--- src/ealt_pkg.sv ---
// ----------------------------------------------------------------------------
// Euler angles to light direction: shared constants
// Fixed-point constants for the angle reduction, the degree to radian scale,
// the sine/cosine series and the pipeline latencies of the datapath.
// ----------------------------------------------------------------------------
package ealt_pkg;

  // One in unsigned Q30, the format of every sine/cosine term.
  localparam logic [30:0] Q30_ONE = 31'h4000_0000;

  // Angle reduction works on the whole-degree part of the Q16.16 angle.
  // The bias lifts the signed 16-bit degree count to a positive value that
  // is a multiple of 360 away from it (36000 = 100 turns).
  localparam logic [16:0] DEG_BIAS      = 17'd3232;   // 36000 - 32768
  localparam logic [15:0] RECIP360      = 16'd46603;  // floor(2^24 / 360)
  localparam int          RECIP360_SHR  = 24;
  localparam logic [16:0] TURN_DEG      = 17'd360;
  localparam logic [8:0]  QUARTER_DEG   = 9'd90;

  // pi/180 * 2^40, split in two halves so that each product stays narrow.
  localparam logic [34:0] DEG2RAD_K     = 35'd19190098069;
  localparam int          DEG2RAD_SPLIT = 18;
  localparam logic [16:0] DEG2RAD_KH    = 17'(DEG2RAD_K >> DEG2RAD_SPLIT);
  localparam logic [17:0] DEG2RAD_KL    = DEG2RAD_K[17:0];

  // Series terms: each Horner step divides by one of these.
  localparam int N_TERMS = 5;
  localparam int unsigned SIN_DEN [N_TERMS] = '{110, 72, 42, 20, 6};
  localparam int unsigned COS_DEN [N_TERMS] = '{132, 90, 56, 30, 12};

  // Pipeline depths.
  localparam int HORNER_LAT = 3;
  localparam int SC_LAT     = 8 + N_TERMS * HORNER_LAT;
  localparam int MULQ_LAT   = 2;

endpackage

--- src/ealt_mulq.sv ---
// ----------------------------------------------------------------------------
// Signed Q30 multiplier
// Multiplies magnitudes, rounds half away from zero back to Q30 and applies
// the sign. Two register stages.
// ----------------------------------------------------------------------------
module ealt_mulq (
  input  logic               clk_i,
  input  logic signed [31:0] a_i,
  input  logic signed [31:0] b_i,
  output logic signed [31:0] p_o
);
  import ealt_pkg::*;

  logic [30:0] mag_a;
  logic [30:0] mag_b;
  logic [61:0] prod;
  logic [60:0] prod_q;
  logic        neg_q;
  logic [60:0] rnd;
  logic [30:0] mag_p;
  logic signed [31:0] p_q;

  // Magnitudes and their product.
  always_comb begin
    mag_a = a_i[31] ? 31'(-a_i) : a_i[30:0];
    mag_b = b_i[31] ? 31'(-b_i) : b_i[30:0];
    prod  = 62'(mag_a) * 62'(mag_b);
  end

  always_ff @(posedge clk_i) begin
    prod_q <= prod[60:0];
    neg_q  <= a_i[31] ^ b_i[31];
  end

  // Round to Q30 and restore the sign.
  always_comb begin
    rnd   = prod_q + (61'd1 << 29);
    mag_p = rnd[60:30];
  end

  always_ff @(posedge clk_i) begin
    p_q <= neg_q ? -$signed({1'b0, mag_p}) : $signed({1'b0, mag_p});
  end

  assign p_o = p_q;

endmodule

--- config.mk ---
export PLATFORM = sky130hd
export DESIGN_NAME = ealt_mulq
export DESIGN_NICKNAME = d
export VERILOG_FILES = /design/src/ealt_pkg.sv /design/src/ealt_mulq.sv
export SDC_FILE = /design/constraint.sdc
export NUM_CORES = 2
export LEC_CHECK = 0
export BUFFER_PORTS_ARGS = -buffer_cell sky130_fd_sc_hd__buf_2
export CAP_MARGIN = 20
export CELL_PAD_IN_SITES_DETAIL_PLACEMENT = 1
export CELL_PAD_IN_SITES_GLOBAL_PLACEMENT = 2
export CORE_MARGIN = 2
export CORE_UTILIZATION = 45
export DETAILED_ROUTE_END_ITERATION = 12
export GPL_TIMING_DRIVEN = 1
export PLACE_DENSITY_LB_ADDON = 0.1
export SLEW_MARGIN = 30
export SYNTH_ARGS = -nofsm -noshare
export SYNTH_HDL_FRONTEND = slang
export SYNTH_SLANG_ARGS = --single-unit
--- constraint.sdc ---
create_clock -name clk_i -period 13.8 [get_ports clk_i]
set_clock_uncertainty 0.1 [all_clocks]
set_input_delay 0.69 -clock clk_i [delete_from_list [all_inputs] [get_ports clk_i]]
set_output_delay 0.69 -clock clk_i [all_outputs]
set_load 0.005 [all_outputs]
==> results.md <==
- Outcome: completed
- Flops & latches, synth: 65
- First-pass GRT wire length: between 150 and 200 mm
- Initial antenna violation count: 4
- DP Wirelength: ~100 mm
- Vias in the first global route: 31132
- Routed length on met2: roughly 59 mm
- Synth Cell Area: 33800 µm²
- Startpoint type of the worst setup path: primary input
- # DRC: 0
- # port buffers: 96
- Routed via count: 27436
- Vias per std cell: 5.62
- Starting density of the core: 45.4%
- Hold Crit Class: register to register
- Main flop type after synthesis: dfxtp_1
- Synth async-reset ratio: 0%
- First DRT Iteration DRCs: 2019
- Largest area contributor in the netlist: fa_1
- Min cycle time layout: 11.51 ns
- Fill cells: 8812
- Final setup fails: 0
- Synth unique cells: 75
- Layout cells sized above 1: roughly 7.3%
- Largest net degree at the start of global routing: 34
- Die span in y: approximately 280 µm
- Hold path depth: 1
- Largest cells by area after synthesis: fa_1, ha_1, inv_1
- Synth cell count leaders: fa_1, inv_1, nand2_1, nor2_1, ha_1
- Core area: 74300 µm²
- Post-synthesis sequential area ratio: under 10%
- Die width: approximately 280 µm
- Crit path max fanout: 21
- Slew Limit Fails: 0
- Row cnt: 100
- Post-CTS Hold Fix Bufs: 0
- CTS resizes: 0
- DR top layer: met4
- Clock insertion delay at the later pin of the skew report: 0.34 ns
- CTS Root Cell: clkbuf_16
- # clock sinks: 65
- Multi-input logic area: 29200 µm²
- Average routed wire per standard cell: roughly 26 µm
- Critical path endpoint category: register
- Unrepaired setup endpoints after global routing: no
- Metal-1 WL: about 53 mm
- Syn Nets: just over 5000
- Max Fclk: 86.9 MHz
- WL met3: 8.59 mm
- First-pass DRT Iterations: 5
- Worst-Margin Slew: 1.06 ns
- Post-Syn Instances: 3876
- Reg area: 1300 µm²
- Grt ovf: 0
- Total GRT Usage: 33.9%
- H-tree levels: 3
- Critical Path RT: approximately 14 ns
- Post-Route WL: about 130 mm
- Postcts setup bufs: 0
- Die area: 77200 µm²
- Relative slew slack: around 29%
- I/O pin count: 97
- Top-count cell post-synth: fa_1
- Fin crit share: 83.4%
- FF-to-FF path depth: 10
- Global placer's final weighted congestion: 0.981
- Max cap viols: 0
- Antenna viol nets, final: 0
- Final setup TNS: 0 ns
- Yosys warns: 0
- Clk slew on worst S/H paths: approximately 0.05 ns
- Crit Path Category: primary input to register
- Top-area cell type share of the netlist area: 49.5%
- Largest buffer count on any clock path: 2
- TritonCTS clock tree: yes
- Crit path arrival time: around 12 ns
- Number of synthesized flops with an enable pin: 0
- Fin. Hold Viols: 0
- Syn_area_per_cell: between 8 and 9 µm²
- Final nets: ~5100
- Area Overhead vs Synth: 7.86%
- CTS buffer count: 9
==> final timing paths <==
| path | start | endpoint | slack (ns) |
|---|---|---|---|
| max | b_i[0] | prod_q[51] | 2.29 |
| min | prod_q[42] | p_o[12] | 0.41 |
| max reg2reg | prod_q[30] | p_o[24] | 9.93 |
| min reg2reg | prod_q[42] | p_o[12] | 0.41 |
==> per-stage QoR <==
| step | std cells | setup slack [ns] | util (%) | hold WS, ns | cell area (µm²) |
|---|---|---|---|---|---|
| floorplan | 3876 | 4.41 | - | 0.365 | 33800 |
| global placement | 4861 | 1.83 | 48.4 | 0.400 | 36000 |
| detailed placement | 4862 | 2.20 | 48.4 | 0.407 | 36000 |
| CTS | 4877 | 2.51 | 48.9 | 0.412 | 36300 |
| global route | 4879 | 2.00 | 49.0 | 0.426 | 36400 |
| finish | 4880 | 2.29 | 49.0 | 0.408 | 36400 |
==> layout make-up <==
cell class                      instances  area share [%]
Clock inverter                          3           0.179
Multi-Input combinational cell       2810            80.3
Timing Repair Buffer                  192            3.40
Tap cell                              969            3.33
Antenna cell                            1         0.00687
Clock buffer                           12           0.677
Inverter                              828            8.53
Sequential cell                        65            3.58
==> per-layer routing <==
metal | global-route usage [%] | up-vias
li1 | - | 11563
met1 | 45.6 | 14568
met2 | 54.5 | 1022
met3 | 4.95 | 283
met4 | 15.2 | 0
met5 | 0 | -
==> sequential cells by signal (all words and copies together), names as in the netlist <==
name,count
p_o,32
prod_q,32
neg_q,1
==> placed cells by master (no fill, tap or decap), types with 10 or more instances in the layout <==
| cell | instances |
|---|---|
| fa_1 | 835 |
| inv_1 | 828 |
| nand2_1 | 568 |
| nor2_1 | 487 |
| ha_1 | 250 |
| buf_2 | 97 |
| buf_4 | 93 |
| xnor2_1 | 90 |
| xor2_1 | 67 |
| dfxtp_1 | 64 |
| o21ai_0 | 59 |
| a21oi_1 | 51 |
| a21o_1 | 35 |
| nand3_1 | 32 |
| and2_1 | 26 |
| nor3_1 | 24 |
| nand4_1 | 23 |
| xnor2_2 | 21 |
| o31ai_1 | 20 |
| and3_1 | 18 |
| a31oi_1 | 14 |
| nor4_1 | 13 |
| or2_2 | 13 |
| or3_1 | 12 |
| xor2_2 | 10 |
==> critical path, cell delays in order <==
cell       delay (ns)
buf_2            0.30
inv_1            0.56
ha_1             0.37
nand3_1          0.24
o31ai_1          0.78
xor2_4           0.84
nor2_1           0.13
fa_1             0.53
inv_1            0.06
fa_1             0.49
fa_1             0.52
fa_1             0.52
inv_1            0.06
fa_1             0.58
fa_1             0.44
fa_1             0.51
fa_1             0.42
ha_1             0.32
a21o_1           0.18
a21o_1           0.20
a2111oi_0        0.68
nand4_1          0.16
o211ai_1         0.79
o211ai_1         0.39
a41o_1           0.40
a31o_2           0.27
xor2_1           0.13
==> cell families after synthesis <==
logic type / Yosys count / synth area share [%]
AOI/OAI and AO/OA: 255 / 5.07
xor gates and xnor gates: 205 / 5.34
adders and majority gates: 1085 / 58.8
buffers and inverters: 1001 / 11.2
DFF: 65 / 3.85
muxes: 7 / 0.215
and+or+nand+nor: 1258 / 15.5
Power is not shown: default switching activity piles up to over one toggle a cycle in this logic, so the estimate is an artifact.
